[config.mk]
export PLATFORM = sky130hd
export DESIGN_NAME = sfc32_bounded_random_core
export DESIGN_NICKNAME = d
export VERILOG_FILES = /design/src/rtl/core/sfcbr_pkg.sv /design/src/rtl/core/sfc32_bounded_random_core.sv /design/src/rtl/core/sfcbr_mod_unit.sv
export SDC_FILE = /design/constraint.sdc
export NUM_CORES = 1
export LEC_CHECK = 0
export BUFFER_PORTS_ARGS = -buffer_cell sky130_fd_sc_hd__buf_2
export CAP_MARGIN = 30
export CORE_MARGIN = 5
export CORE_UTILIZATION = 57
export DETAILED_ROUTE_END_ITERATION = 10
export PLACE_DENSITY = 0.8
export REMOVE_ABC_BUFFERS = 1
export SLEW_MARGIN = 20
export SYNTH_ARGS = -nofsm -noshare
export SYNTH_HDL_FRONTEND = slang
export SYNTH_SLANG_ARGS = --single-unit
[constraint.sdc]
create_clock -name clk -period 9 [get_ports clk]
set_input_delay 0.9 -clock clk [delete_from_list [all_inputs] [get_ports clk]]
set_output_delay 0.9 -clock clk [all_outputs]
set_load 0.03 [all_outputs]
[src/rtl/core/sfcbr_pkg.sv]
// Shared types, codes and constants for the sfc32 bounded random core.
package sfcbr_pkg;

  localparam int unsigned DATA_W  = 32;
  localparam int unsigned SHIFT_A = 9;
  localparam int unsigned SHIFT_B = 3;
  localparam int unsigned ROT_C   = 21;
  localparam int unsigned CNT_W   = $clog2(DATA_W + 1);

  // Request opcodes
  localparam logic [1:0] OP_RAW     = 2'd0;
  localparam logic [1:0] OP_BOUNDED = 2'd1;
  localparam logic [1:0] OP_RESEED  = 2'd2;

  // Configuration register indexes
  localparam logic [1:0] CFG_SEED_A = 2'd0;
  localparam logic [1:0] CFG_SEED_B = 2'd1;
  localparam logic [1:0] CFG_SEED_C = 2'd2;

  typedef enum logic [2:0] {
    ST_IDLE,
    ST_DRAW,
    ST_MOD,
    ST_CHECK,
    ST_FINISH
  } sfcbr_state_t;

  typedef struct packed {
    logic              start;
    logic [DATA_W-1:0] dividend;
    logic [DATA_W-1:0] divisor;
  } sfcbr_div_req_t;

  typedef struct packed {
    logic              done;
    logic [DATA_W-1:0] remainder;
  } sfcbr_div_rsp_t;

endpackage

[src/rtl/core/sfc32_bounded_random_core.sv]
// Top level: sfc32 generator with raw, unbiased bounded and reseed requests.
//
//  channel | signals                                      | direction
//  --------+----------------------------------------------+----------
//  req     | req_valid, req_ready, op, lower_bound,       | in
//          | upper_bound                                  |
//  rsp     | rsp_valid, rsp_ready, value, range_empty     | out
//  cfg     | cfg_valid, cfg_ready, cfg_index, cfg_data    | in
//
// Raw draw: transfer, draw state, then finish state and result register. Reseed, unused op
// and empty range go straight to the finish state. Bounded draw: per attempt a draw state,
// a wait on the 32-step radix-2 remainder unit, and a check state; a rejected draw repeats
// the attempt. The core passes back through the idle state before the next transfer.
// rst is synchronous: generator words clear, draw counter goes to 1, seeds
// clear. The core takes one request at a time; req_ready is high only when
// idle. A result waits in the finish state while the output register still
// holds an untaken transfer. cfg_ready is always high.
module sfc32_bounded_random_core (
  input  logic                          clk,
  input  logic                          rst,
  // request channel
  input  logic                          req_valid,
  output logic                          req_ready,
  input  logic [1:0]                    op,
  input  logic [sfcbr_pkg::DATA_W-1:0]  lower_bound,
  input  logic [sfcbr_pkg::DATA_W-1:0]  upper_bound,
  // response channel
  output logic                          rsp_valid,
  input  logic                          rsp_ready,
  output logic [sfcbr_pkg::DATA_W-1:0]  value,
  output logic                          range_empty,
  // configuration channel
  input  logic                          cfg_valid,
  output logic                          cfg_ready,
  input  logic [1:0]                    cfg_index,
  input  logic [sfcbr_pkg::DATA_W-1:0]  cfg_data
);

  localparam int unsigned W = sfcbr_pkg::DATA_W;

  sfcbr_pkg::sfcbr_state_t   state, state_next;
  sfcbr_pkg::sfcbr_div_req_t div_req;
  sfcbr_pkg::sfcbr_div_rsp_t div_rsp;

  // seed registers
  logic [W-1:0] seed_a, seed_b, seed_c;
  // generator state
  logic [W-1:0] word_a, word_b, word_c, draw_counter;
  // request context
  logic         bounded;
  logic [W-1:0] lo;
  logic [W-1:0] range;
  logic [W-1:0] draw;
  // finished result waiting for the output register
  logic [W-1:0] res_value;
  logic         res_empty;

  logic         req_xfer;
  logic         out_free;
  logic [W-1:0] draw_sum;
  logic [W-1:0] req_range;
  logic         reject;

  assign req_xfer  = req_valid && req_ready;
  assign out_free  = !rsp_valid || rsp_ready;
  assign cfg_ready = 1'b1;
  assign req_range = upper_bound - lower_bound;
  assign draw_sum  = word_a + word_b + draw_counter;
  // Reject when x - r lands above 2^32 - range: the partial last bucket.
  assign reject    = (draw - div_rsp.remainder) > (W'(0) - range);

  assign div_req.start    = (state == sfcbr_pkg::ST_DRAW) && bounded;
  assign div_req.dividend = draw_sum;
  assign div_req.divisor  = range;

  sfcbr_mod_unit u_mod (
    .clk (clk),
    .rst (rst),
    .req (div_req),
    .rsp (div_rsp)
  );

  // Sequencer
  always_comb begin
    state_next = state;
    req_ready  = 1'b0;
    unique case (state)
      sfcbr_pkg::ST_IDLE: begin
        req_ready = 1'b1;
        if (req_valid) begin
          if (op == sfcbr_pkg::OP_RAW ||
              (op == sfcbr_pkg::OP_BOUNDED && req_range != '0)) begin
            state_next = sfcbr_pkg::ST_DRAW;
          end else begin
            state_next = sfcbr_pkg::ST_FINISH;
          end
        end
      end
      sfcbr_pkg::ST_DRAW: begin
        state_next = bounded ? sfcbr_pkg::ST_MOD : sfcbr_pkg::ST_FINISH;
      end
      sfcbr_pkg::ST_MOD: begin
        if (div_rsp.done) begin
          state_next = sfcbr_pkg::ST_CHECK;
        end
      end
      sfcbr_pkg::ST_CHECK: begin
        state_next = reject ? sfcbr_pkg::ST_DRAW : sfcbr_pkg::ST_FINISH;
      end
      sfcbr_pkg::ST_FINISH: begin
        if (out_free) begin
          state_next = sfcbr_pkg::ST_IDLE;
        end
      end
      default: state_next = sfcbr_pkg::ST_IDLE;
    endcase
  end

  always_ff @(posedge clk) begin
    if (rst) begin
      state <= sfcbr_pkg::ST_IDLE;
    end else begin
      state <= state_next;
    end
  end

  // Seed registers
  always_ff @(posedge clk) begin
    if (rst) begin
      seed_a <= '0;
      seed_b <= '0;
      seed_c <= '0;
    end else if (cfg_valid && cfg_ready) begin
      unique case (cfg_index)
        sfcbr_pkg::CFG_SEED_A: seed_a <= cfg_data;
        sfcbr_pkg::CFG_SEED_B: seed_b <= cfg_data;
        sfcbr_pkg::CFG_SEED_C: seed_c <= cfg_data;
        default: ;
      endcase
    end
  end

  // Generator step and reseed
  always_ff @(posedge clk) begin
    if (rst) begin
      word_a       <= '0;
      word_b       <= '0;
      word_c       <= '0;
      draw_counter <= W'(1);
    end else if (req_xfer && op == sfcbr_pkg::OP_RESEED) begin
      word_a       <= seed_a;
      word_b       <= seed_b;
      word_c       <= seed_c;
      draw_counter <= W'(1);
    end else if (state == sfcbr_pkg::ST_DRAW) begin
      word_a       <= word_b ^ (word_b >> sfcbr_pkg::SHIFT_A);
      word_b       <= word_c + (word_c << sfcbr_pkg::SHIFT_B);
      word_c       <= ((word_c << sfcbr_pkg::ROT_C) |
                       (word_c >> (W - sfcbr_pkg::ROT_C))) + draw_sum;
      draw_counter <= draw_counter + W'(1);
    end
  end

  // Request context and result
  always_ff @(posedge clk) begin
    if (req_xfer) begin
      bounded   <= (op == sfcbr_pkg::OP_BOUNDED);
      lo        <= lower_bound;
      range     <= req_range;
      // empty range, reseed and unused op finish straight away
      res_empty <= (op == sfcbr_pkg::OP_BOUNDED) && (req_range == '0);
      res_value <= (op == sfcbr_pkg::OP_BOUNDED) ? lower_bound : '0;
    end else if (state == sfcbr_pkg::ST_DRAW) begin
      draw      <= draw_sum;
      res_value <= draw_sum;
    end else if (state == sfcbr_pkg::ST_CHECK) begin
      res_value <= div_rsp.remainder + lo;
    end
  end

  // Output register
  always_ff @(posedge clk) begin
    if (rst) begin
      rsp_valid <= 1'b0;
    end else if (state == sfcbr_pkg::ST_FINISH && out_free) begin
      rsp_valid <= 1'b1;
    end else if (rsp_ready) begin
      rsp_valid <= 1'b0;
    end
  end

  always_ff @(posedge clk) begin
    if (state == sfcbr_pkg::ST_FINISH && out_free) begin
      value       <= res_value;
      range_empty <= res_empty;
    end
  end

  // Checks
  a_done_in_mod: assert property (@(posedge clk) disable iff (rst)
    div_rsp.done |-> state == sfcbr_pkg::ST_MOD)
    else $error("remainder unit finished outside the wait state");

  a_rem_below_range: assert property (@(posedge clk) disable iff (rst)
    state == sfcbr_pkg::ST_CHECK |-> div_rsp.remainder < range)
    else $error("remainder not below range");

  a_counter_hold: assert property (@(posedge clk) disable iff (rst)
    (state != sfcbr_pkg::ST_DRAW && !(req_xfer && op == sfcbr_pkg::OP_RESEED))
      |=> $stable(draw_counter))
    else $error("draw counter moved without a draw or reseed");

  a_busy_after_req: assert property (@(posedge clk) disable iff (rst)
    req_xfer |=> !req_ready)
    else $error("request taken while previous one still in work");

endmodule

[src/rtl/core/sfcbr_mod_unit.sv]
// Iterative radix-2 restoring remainder unit, one quotient bit per cycle.
module sfcbr_mod_unit (
  input  logic                   clk,
  input  logic                   rst,
  input  sfcbr_pkg::sfcbr_div_req_t req,
  output sfcbr_pkg::sfcbr_div_rsp_t rsp
);

  logic                            active;
  logic                            done;
  logic [sfcbr_pkg::CNT_W-1:0]     count;
  logic [sfcbr_pkg::DATA_W-1:0]    shifter;
  logic [sfcbr_pkg::DATA_W-1:0]    divisor;
  logic [sfcbr_pkg::DATA_W:0]      rem;
  logic [sfcbr_pkg::DATA_W:0]      trial;
  logic [sfcbr_pkg::DATA_W:0]      rem_next;

  // Shift in the next dividend bit, subtract when it fits.
  always_comb begin
    trial = {rem[sfcbr_pkg::DATA_W-1:0], shifter[sfcbr_pkg::DATA_W-1]};
    if (trial >= {1'b0, divisor}) begin
      rem_next = trial - {1'b0, divisor};
    end else begin
      rem_next = trial;
    end
  end

  always_ff @(posedge clk) begin
    if (rst) begin
      active <= 1'b0;
      done   <= 1'b0;
      count  <= '0;
    end else begin
      done <= 1'b0;
      if (req.start) begin
        active <= 1'b1;
        count  <= sfcbr_pkg::CNT_W'(sfcbr_pkg::DATA_W);
      end else if (active) begin
        count <= count - 1'b1;
        if (count == sfcbr_pkg::CNT_W'(1)) begin
          active <= 1'b0;
          done   <= 1'b1;
        end
      end
    end
  end

  always_ff @(posedge clk) begin
    if (req.start) begin
      shifter <= req.dividend;
      divisor <= req.divisor;
      rem     <= '0;
    end else if (active) begin
      shifter <= {shifter[sfcbr_pkg::DATA_W-2:0], 1'b0};
      rem     <= rem_next;
    end
  end

  assign rsp.done      = done;
  assign rsp.remainder = rem[sfcbr_pkg::DATA_W-1:0];

endmodule

# == After elaboration in Yosys (flattened, before gate mapping) ==
# Cells that the tools add are included.
# totals
register_bits,495
n_memories,0
romBits,0
out_inout_bits,36
latchBits,0
ramBits,0
# op_classes
div,0
bitwise,4
n_shift,0
n_eq_ne,12
n_addsub,11
mux,29
magnitude_cmp,2
reduce_logical,26
multipliers,0
# ops
cell,count
$mux 32,13
$add 32x32->32,5
$sub 32x32->32,3
$ge 33x32->1,1
$add 32x1->32 const B,1
$gt 32x32->1,1
$logic_not 32->1,1
$or 32x21->32,1
$reduce_bool 32->1,1
$sub 1x32->32 const A,1
$xor 32x23->32,1
$mux 3,6
$pmux 3 s5,1
$mux 6,2
$reduce_and 2->1,4
$mux 1,7
$eq 3x2->1 const B,2
$eq 6x1->1 const B,1
$logic_and 1x1->1,6
$reduce_bool 2->1,3
$sub 6x1->6 const B,1
$eq 2x1->1 const B,2
$eq 2x2->1 const B,2
$logic_not 2->1,2
other kinds (12),16

# == Longest topological paths before layout ==
# Gate-level depths: netlist of run 1.
# depth
ltp_word,7
mapped_depth,25

# == By module ==
# Synthesis of run 1 repeated with hierarchy kept, for this count alone.
# unflattened
cells_unflattened,3376
area_unflattened_um2,30959.7
# by_module_without_submodules
mod,seq_area_each_um2,area_each_um2,cells_each,n_inst
sfc32_bounded_random_core,9459.1,25050.3,2780,1
sfcbr_mod_unit,2722.6,5909.4,596,1

# == Least setup slack after synthesis of run 1 ==
# No wires, ideal clock.
# synth_path
path_type,register to register
start,reg word_b[1]
end,reg word_c[31]
path_slack_ns,4.111
n_path_buf,0
arrival_time_ns,4.755
stages_incl_launch_ff,24
t_required_ns,8.866
setup_ns,0.134
path_cell_list,dfxtp_1 > inv_1 > fa_1 > inv_1 > ha_1 > fa_1 > a211oi_1 > o21bai_1 > a22oi_1 > o21ai_1 > a21o_1 > a21o_1 > a21oi_1 > nor2b_1 > o31ai_1 > inv_1 > ha_1 > nand3_1 > o21a_1 > a211o_1 > and3_1 > a311oi_1 > xnor2_1 > o22ai_1
# synth_rtl
item,line,text
from (decl),sfc32_bounded_random_core.sv:48,"logic [W-1:0] word_a, word_b, word_c, draw_counter;"
from (signal assigned),sfc32_bounded_random_core.sv:157,word_b <= word_c + (word_c << sfcbr_pkg::SHIFT_B);
to (signal assigned),sfc32_bounded_random_core.sv:158,word_c <= ((word_c << sfcbr_pkg::ROT_C) |
to (decl),sfc32_bounded_random_core.sv:48,

==> summary by stage, run 1 <==
Floorplan
Pin placement for this block handled 141 I/O pins. The floorplan die height is 245 µm. The floorplan die area is 60,000 µm².

For this configuration, the core starts out at a cell density of 57.4%. The horizontal die dimension is 245 µm. The total number of placement rows is 86.

The core outline area is 54,900 µm².

Flow run
Max-cap violations in this run came to 0.

Worst setup path
The startpoint type of the worst setup path is a flip-flop. STA puts the critical path data required time at 9450 ps. In this run the worst path has a maximum fanout of 6. The worst setup path is captured at a flip-flop. The category of the most critical setup path is flip-flop to flip-flop. The critical path arrival is 6220 ps.

CTS
Gates resized during post-CTS repair numbered 0. The TritonCTS buffer count is 52. The TritonCTS clock tree is yes.

The clock reaches the later pin of the worst-skew pair after 610 ps. After clock tree synthesis, the flow added hold-fix buffers numbering 0. The clock net in this run drives a total of 495 sinks. The maximum clock insertion buffer count is 3. The H-tree was split into 2 levels. The CTS clock-pin slew for the worst setup and hold paths is 70 ps. Once the clock tree was built, the setup fixing pass inserted 0 buffers. The clock root buffer is sky130_fd_sc_hd__clkbuf_16.

STA
The final number of setup-violating endpoints is 0. The final hold violation count is 0. The final setup skew is 14.8 ps.

The final worst slack is 3230 ps. The final critical path time including I/O delays and setup is 5770 ps. In this run the tightest slew margin relative to its limit is 32.3%. At the pin with the least slew margin, the transition time is 990 ps. After layout, the worst path uses 64.1% of the clock period. The maximum clock frequency is 173 MHz. The max-slew violation total from the final report is 0. Setup repair after global routing left no endpoint under its margin.

Global routing
The global routing met1 resource utilization is 38.5%. For this run the aggregate overflow at the end of global routing stands at 0. The initial antenna violation count was 2. The routing usage on met3 is 3.59%. The first global-routing pass estimated 141 mm of wire. The largest net degree at the start of global routing is 84. The busiest metal layer after global routing is met2. The met2 track utilization from global routing is 48.7%. The total routing usage reported by global routing is 29.4%. The number of global-route vias before repair is 25,700.

Detailed routing
Summed over all layers, the routed wires come to 90.9 mm. The number of iterations in the first detailed-routing pass is 5. The detail route stage leaves a number of antenna-violating nets equal to 0. The routed wirelength normalized by instance count is 21.0 µm. The via-per-instance ratio is 6.21. In the routed design, unresolved DRC markers number 0. The detailed router finished its first iteration with 2,795 violations. Across all layers, the routed design uses 26,900 vias.

Final layout
The area added between synthesis and finish is 9.83%. Once layout is complete, the cells apart from fillers number 4,334. The share of post-route cells with drive strength above 1 is 8.38%. The net count of the finished layout is 3,981.

Hold path
The type of the most critical hold path is flip-flop to flip-flop.

Logic synthesis
The mean post-synth cell area is 8.98 µm². Synthesis handed over a netlist of 3,505 instances. The netlist area before placement is 31,500 µm². The share of synthesized area in the top cell type comes to 21.7%. Ranked by instance count, the synthesized netlist is headed by 463 x sky130_fd_sc_hd__nand2_1, 391 x sky130_fd_sc_hd__a21oi_1, 268 x sky130_fd_sc_hd__dfxtp_1, 256 x sky130_fd_sc_hd__nor2_1, 250 x sky130_fd_sc_hd__ha_1. Synthesis instantiated 99 different standard cells from the library. Sorting the synthesized cells by area gives the leading types as sky130_fd_sc_hd__edfxtp_1 22%, sky130_fd_sc_hd__dfxtp_1 17%, sky130_fd_sc_hd__ha_1 9.9%.

The dominant synthesized flop cell is sky130_fd_sc_hd__dfxtp_1. In the post-synthesis netlist, the cell with the most instances is sky130_fd_sc_hd__nand2_1. For this run, the register share of the synthesized area comes to 38.7%. The count of flip-flops with a built-in enable after synthesis is 227.

The largest total area in the synthesized netlist belongs to sky130_fd_sc_hd__edfxtp_1. The count of synthesis-stage warnings from yosys is 0. For this run, asynchronously set or reset flops after synthesis account for 0%. The synthesized design contains 495 register bits.

Placed design
The number of placed instances, taps included, is 4,237. During placement, the flow inserted port buffers numbering 139. At the end of routability-driven placement, the weighted congestion stood at 0.935. Timing analysis after detailed placement gives a worst setup slack of 3310 ps. The HPWL after detailed placement is 67.4 mm.

Pwr
The highest ir drop seen on vdd is 0.181 mV. The total power density per cell area is 243 nW/µm². The completed layout was analyzed and its total power is 8.40 mW. The static leakage is 14.4 nW.

Run status
The run finished with clean final reports.
-- cells by family after synthesis --
kind of cell | count (synthesis) | share of synthesized area [%]
muxes | 22 | 0.727
other | 1 | 0.0119
buffers and inverters | 332 | 4.12
DFF | 495 | 38.7
AOI/OAI and AO/OA | 1046 | 21.8
xor gates and xnor gates | 235 | 6.54
adders and majority gates | 288 | 12.4
and+or+nand+nor | 1086 | 15.8
-- area by class of cell --
cell class	instances	area (µm²)
diodes	2	5.00
multi-input cells	2678	18000
well taps	704	881
inverters	199	751
clock buffers	66	1430
fillers	4598	20300
repair buffers	162	907
flip-flops and latches	495	12200
clock inverters	28	385
-- per-stage QoR --
| step | util (%) | hold WS, ps | TNS (ps) | instance area, µm² |
|---|---|---|---|---|
| after floorplan | - | 400 | -367380 | 30900 |
| after global placement | 59.6 | 401 | 0 | 32700 |
| after detailed placement | 59.6 | 405 | 0 | 32700 |
| after CTS | 62.9 | 419 | 0 | 34500 |
| after global routing | 63.0 | 425 | 0 | 34600 |
| final | 63.0 | 415 | 0 | 34600 |
-- critical path, cell delays in order, from the launching register on --
cell                       delay (ps)
sky130_fd_sc_hd__dfxtp_1          350
sky130_fd_sc_hd__inv_1             70
sky130_fd_sc_hd__fa_1             530
sky130_fd_sc_hd__inv_1             40
sky130_fd_sc_hd__ha_1             220
sky130_fd_sc_hd__fa_1             430
sky130_fd_sc_hd__a211oi_1         330
sky130_fd_sc_hd__o21bai_1         220
sky130_fd_sc_hd__a22oi_1          290
sky130_fd_sc_hd__o21ai_1          170
sky130_fd_sc_hd__a21o_1           200
sky130_fd_sc_hd__a21o_1           190
sky130_fd_sc_hd__a21oi_1          150
sky130_fd_sc_hd__nor2b_1           60
sky130_fd_sc_hd__o31ai_1          480
sky130_fd_sc_hd__inv_1            140
sky130_fd_sc_hd__ha_1             400
sky130_fd_sc_hd__nand3_1          120
sky130_fd_sc_hd__o21a_1           210
sky130_fd_sc_hd__a211o_1          300
sky130_fd_sc_hd__and3_1           160
sky130_fd_sc_hd__a311oi_1         280
sky130_fd_sc_hd__xnor2_1          160
sky130_fd_sc_hd__o22ai_1           90
-- metal layers --
metal | up-vias | share of wire (%) | wire length [µm]
li1 | 12900 | - | -
met1 | 12800 | 41 | 37600
met2 | 1068 | 46 | 42000
met3 | 211 | 7.1 | 6420
met4 | 0 | 5.4 | 4870
met5 | - | 0 | 0
-- report_power, final --
part	total [mW]	internal (mW)	switching, mW
logic	3.21	1.33	1.88
registers	2.88	2.65	0.231
clock network	2.31	1.36	0.950
-- cell usage in the layout, fill, tap and decap left out, types with 11 or more instances in the layout --
cell type and instances:
sky130_fd_sc_hd__o21a_1 41, sky130_fd_sc_hd__buf_4 21, sky130_fd_sc_hd__fa_1 38, sky130_fd_sc_hd__or4_1 13, sky130_fd_sc_hd__a22oi_1 68, sky130_fd_sc_hd__nor2_1 254
sky130_fd_sc_hd__o211ai_1 22, sky130_fd_sc_hd__xor2_1 83, sky130_fd_sc_hd__clkbuf_16 54, sky130_fd_sc_hd__a211o_1 14, sky130_fd_sc_hd__nand3_1 61, sky130_fd_sc_hd__a211oi_1 30
sky130_fd_sc_hd__and3_1 24, sky130_fd_sc_hd__nand4_1 31, sky130_fd_sc_hd__o21bai_1 25, sky130_fd_sc_hd__inv_1 196, sky130_fd_sc_hd__mux2i_1 15, sky130_fd_sc_hd__o21ai_1 17
sky130_fd_sc_hd__nor3b_1 11, sky130_fd_sc_hd__a221oi_1 35, sky130_fd_sc_hd__a21o_1 101, sky130_fd_sc_hd__nor3_1 57, sky130_fd_sc_hd__o21ai_0 141, sky130_fd_sc_hd__ha_1 250
sky130_fd_sc_hd__o211a_1 12, sky130_fd_sc_hd__a21oi_1 391, sky130_fd_sc_hd__and2_1 16, sky130_fd_sc_hd__a31oi_1 12, sky130_fd_sc_hd__xnor2_1 152, sky130_fd_sc_hd__nor4_1 16
sky130_fd_sc_hd__buf_2 138, sky130_fd_sc_hd__nand2_1 461, sky130_fd_sc_hd__or3_1 40, sky130_fd_sc_hd__nand2b_1 35, sky130_fd_sc_hd__dfxtp_1 267, sky130_fd_sc_hd__nor2b_1 24
sky130_fd_sc_hd__o22ai_1 16, sky130_fd_sc_hd__edfxtp_1 227
-- final timing paths --
check | end | slack [ps] | cells after the start | start
setup / recovery | word_c[31]$_SDFFE_PP0P_ | 3230 | 23 | word_a[1]$_SDFFE_PP0P_
hold / removal | value[10]$_DFFE_PP_ | 410 | 0 | res_value[10]$_DFFE_PP_
setup reg to reg | word_c[31]$_SDFFE_PP0P_ | 3230 | 23 | word_a[1]$_SDFFE_PP0P_
hold reg to reg | value[10]$_DFFE_PP_ | 410 | 0 | res_value[10]$_DFFE_PP_
Note: power is estimated with default switching activity, not from simulation.
==> run 2: changes to the inputs <==
PLACE_DENSITY = 0.83   (was 0.8)
clock period = 4.9 ns   (was 9 ns; I/O delays follow)
==> summary by stage, run 2 (synthesis results as in run 1) <==
Run status
The run finished with clean final reports.

Final layout
The area added between synthesis and finish is 16.3%. The finished layout cell area is 36,600 µm². The total of fill cells in the finished design is 4,263. Cells with a size suffix above 1 make up 15.1% of the layout. The most common cell after layout, fill and taps aside is sky130_fd_sc_hd__nand2_1.

The count of non-filler cells in the finished layout is 4,551. The net count of the finished layout is 4,193. In the layout the commonest cells are 460 x sky130_fd_sc_hd__nand2_1, 374 x sky130_fd_sc_hd__a21oi_1, 265 x sky130_fd_sc_hd__dfxtp_1. The area taken by multi-input logic gates is 18,400 µm². At the end of the flow the core is filled with cells to 66.7%. The sequential standard cell area is 12,200 µm².

Floorplan
The floorplan step defined a die boundary enclosing 60,000 µm². The number of top-level pins is 141. The starting utilization of the core area is 57.4%.

The floorplan die height is 245 µm. The core region is 54,900 µm². The total number of placement rows is 86. Measured along the x axis, the die boundary spans 245 µm.

Placed design
In this run the tool buffered the top-level ports with 139 buffer cells. The post-placement worst setup slack is -416 ps. The routability-driven placement congestion ratio is 0.971.

After detailed placement, the total cell area comes to 34,200 µm². The cell total after placement is 4,429. The HPWL after detailed placement is 70.8 mm.

Worst setup path
The critical-path cell with the highest stage delay is sky130_fd_sc_hd__fa_1. Grouping stages by cell kind, the critical path spends the most delay in compound AO/OA/AOI/OAI gates. The critical path arrival is 5380 ps. The number of buffers and inverters on the critical path is 3. The cell with the most instances on the worst path is sky130_fd_sc_hd__a21oi_2. The maximum single-stage delay on the critical path is 550 ps. The signal on the critical path passes through inv_2, fa_1, inv_2, ha_4, fa_2, a211oi_4, o21bai_4, a221oi_2, o21bai_1, a21o_1, a21oi_2, xor2_1, inv_1, ha_4, or3_4, a31oi_4, a21oi_2, o211ai_1, o22a_1, a21oi_2, a21oi_2, mux2i_1, a21oi_1.

The category of the most critical setup path is flip-flop to flip-flop. The kind of end point of the critical path is a flip-flop. The required time at the worst-slack endpoint is 5410 ps.

The worst-path maximum fanout is 3. The startpoint type of the worst setup path is a flip-flop.

Hold path
The path class of the tightest hold or removal check is primary input to flip-flop.

Detailed routing
The routed wire length is 96.4 mm. The first detailed-routing pass ran for 5 iterations. For this block, the initial DRC count from the detailed router was 2,994. The remaining antenna violation count is 0. In the final routed layout, each cell accounts on average for 21.2 µm. The via-per-instance ratio is 6.26. The total number of vias is 28,500. The total DRC errors in the routed layout is 0.

Global routing
The number of global-route vias before repair is 27,300. The largest net degree at the start of global routing is 73. The initial antenna violation count is 3. In the global route stage, overall resource usage came out at 30.7%. The global-route congestion overflow total is 0.

The global-route wire length before repair is 147 mm.

CTS
Buffers inserted during clock tree synthesis total 53. Counting along the longest clock path gives a buffer depth of 3. The H-tree level count is 2.

The number of sinks on the clock net is 495. The count of hold-fix buffers inserted at cts is 0. TritonCTS built the clock tree. At the later pin of the worst-skew pair, clock insertion delay measures 640 ps. The clock root buffer is sky130_fd_sc_hd__clkbuf_16. After clock tree synthesis, the clock-pin slew on the worst setup and hold paths is 70 ps.

Pwr
Dividing total power by cell area gives a power density of 439 nW/µm². Total power for the finished layout comes to 16.1 mW. The clock network accounts for 27.1% of the total power. The static leakage is 15.6 nW. The internal power of the cells is 10.2 mW. Of the total power, combinational logic draws 40.7%. The switching power total is 5.92 mW.

The share of total power dissipated in sequential elements is 32.2%. VDD sags by at most 0.382 mV. The net switching share of the total power is 36.8%.

STA
The final hold violation count was 0. The final clock period utilization by the worst path is 99.5%. The worst pin sits at a relative slew slack of 32.1%. The measured slew at the worst slew-check pin is 992 ps. The final number of setup-violating endpoints is 0. Setup repair after global routing could not meet its margin everywhere. The max-slew violation total from the final report is 0.

The maximum clock frequency is 205 MHz. The final critical path time including I/O delays and setup is 4880 ps. The setup TNS is 0 ps.

Across all hold checks on the routed design, the worst slack comes to 63.1 ps. After layout, the worst setup slack is 22.9 ps. Between clock sinks in the finished design, the worst skew comes to 48.6 ps.

Flow run
The max-capacitance violation count is 0.
[run 2: changes by cell type in the layout (fill, tap and decap cells not counted), moves of 3 or more]
cell / change
sky130_fd_sc_hd__buf_4: +207
sky130_fd_sc_hd__a21oi_1: -17
sky130_fd_sc_hd__a21oi_2: +16
sky130_fd_sc_hd__o21ai_0: -7
sky130_fd_sc_hd__ha_1: -5
sky130_fd_sc_hd__buf_12: +4
sky130_fd_sc_hd__clkbuf_8: +4
sky130_fd_sc_hd__o21ai_1: +4
sky130_fd_sc_hd__a211oi_1: -3
sky130_fd_sc_hd__a31oi_1: -3
sky130_fd_sc_hd__clkbuf_1: -3
sky130_fd_sc_hd__clkinv_2: +3
sky130_fd_sc_hd__ha_4: +3
[run 2: area by class of cell]
type	instances	area share (%)
multi-input cells	2678	50.2
inverters	199	2.05
diodes	3	0.0205
flip-flops and latches	495	33.3
repair buffers	373	6.90
well taps	704	2.41
clock inverters	32	1.15
clock buffers	67	4.02
[run 2: power groups by stage]
stage / Sequential (mW) / Combinational, mW / Clock, mW
after floorplan: 5.24 / 4.39 / 0
after global placement: 5.23 / 6.03 / 0
after detailed placement: 5.24 / 6.21 / 0
after CTS: 5.16 / 6.31 / 4.38
after global routing: 5.21 / 7.14 / 4.56
final: 5.17 / 6.54 / 4.36
[run 2: metal layers]
| layer | global-route usage [%] | wire (µm) |
|---|---|---|
| met1 | 39.2 | 37700 |
| met2 | 49.8 | 44000 |
| met3 | 5.05 | 8350 |
| met4 | 17.5 | 6410 |
| met5 | 0 | 0 |
[run 2: final timing paths]
check,from,endpoint,slack [ps],cells after the start
worst min register to register,res_value[11]$_DFFE_PP_,value[11]$_DFFE_PP_,420,0
worst max-delay path,draw_counter[1]$_SDFFE_PP0P_,word_c[30]$_SDFFE_PP0P_,20,23
worst max register to register,draw_counter[1]$_SDFFE_PP0P_,word_c[30]$_SDFFE_PP0P_,20,23
worst min-delay path,lower_bound[19],lo[19]$_DFFE_PP_,60,1
[run 2: repair_timing]
| item | 4_1_cts | 5_1_grt |
|---|---|---|
| gates resized for setup | 23 | 57 |
| pin swaps | 13 | 43 |
| buffers inserted | 9 | 10 |
| gates cloned | 0 | 0 |
| setup endpoints to repair | 13 | 15 |
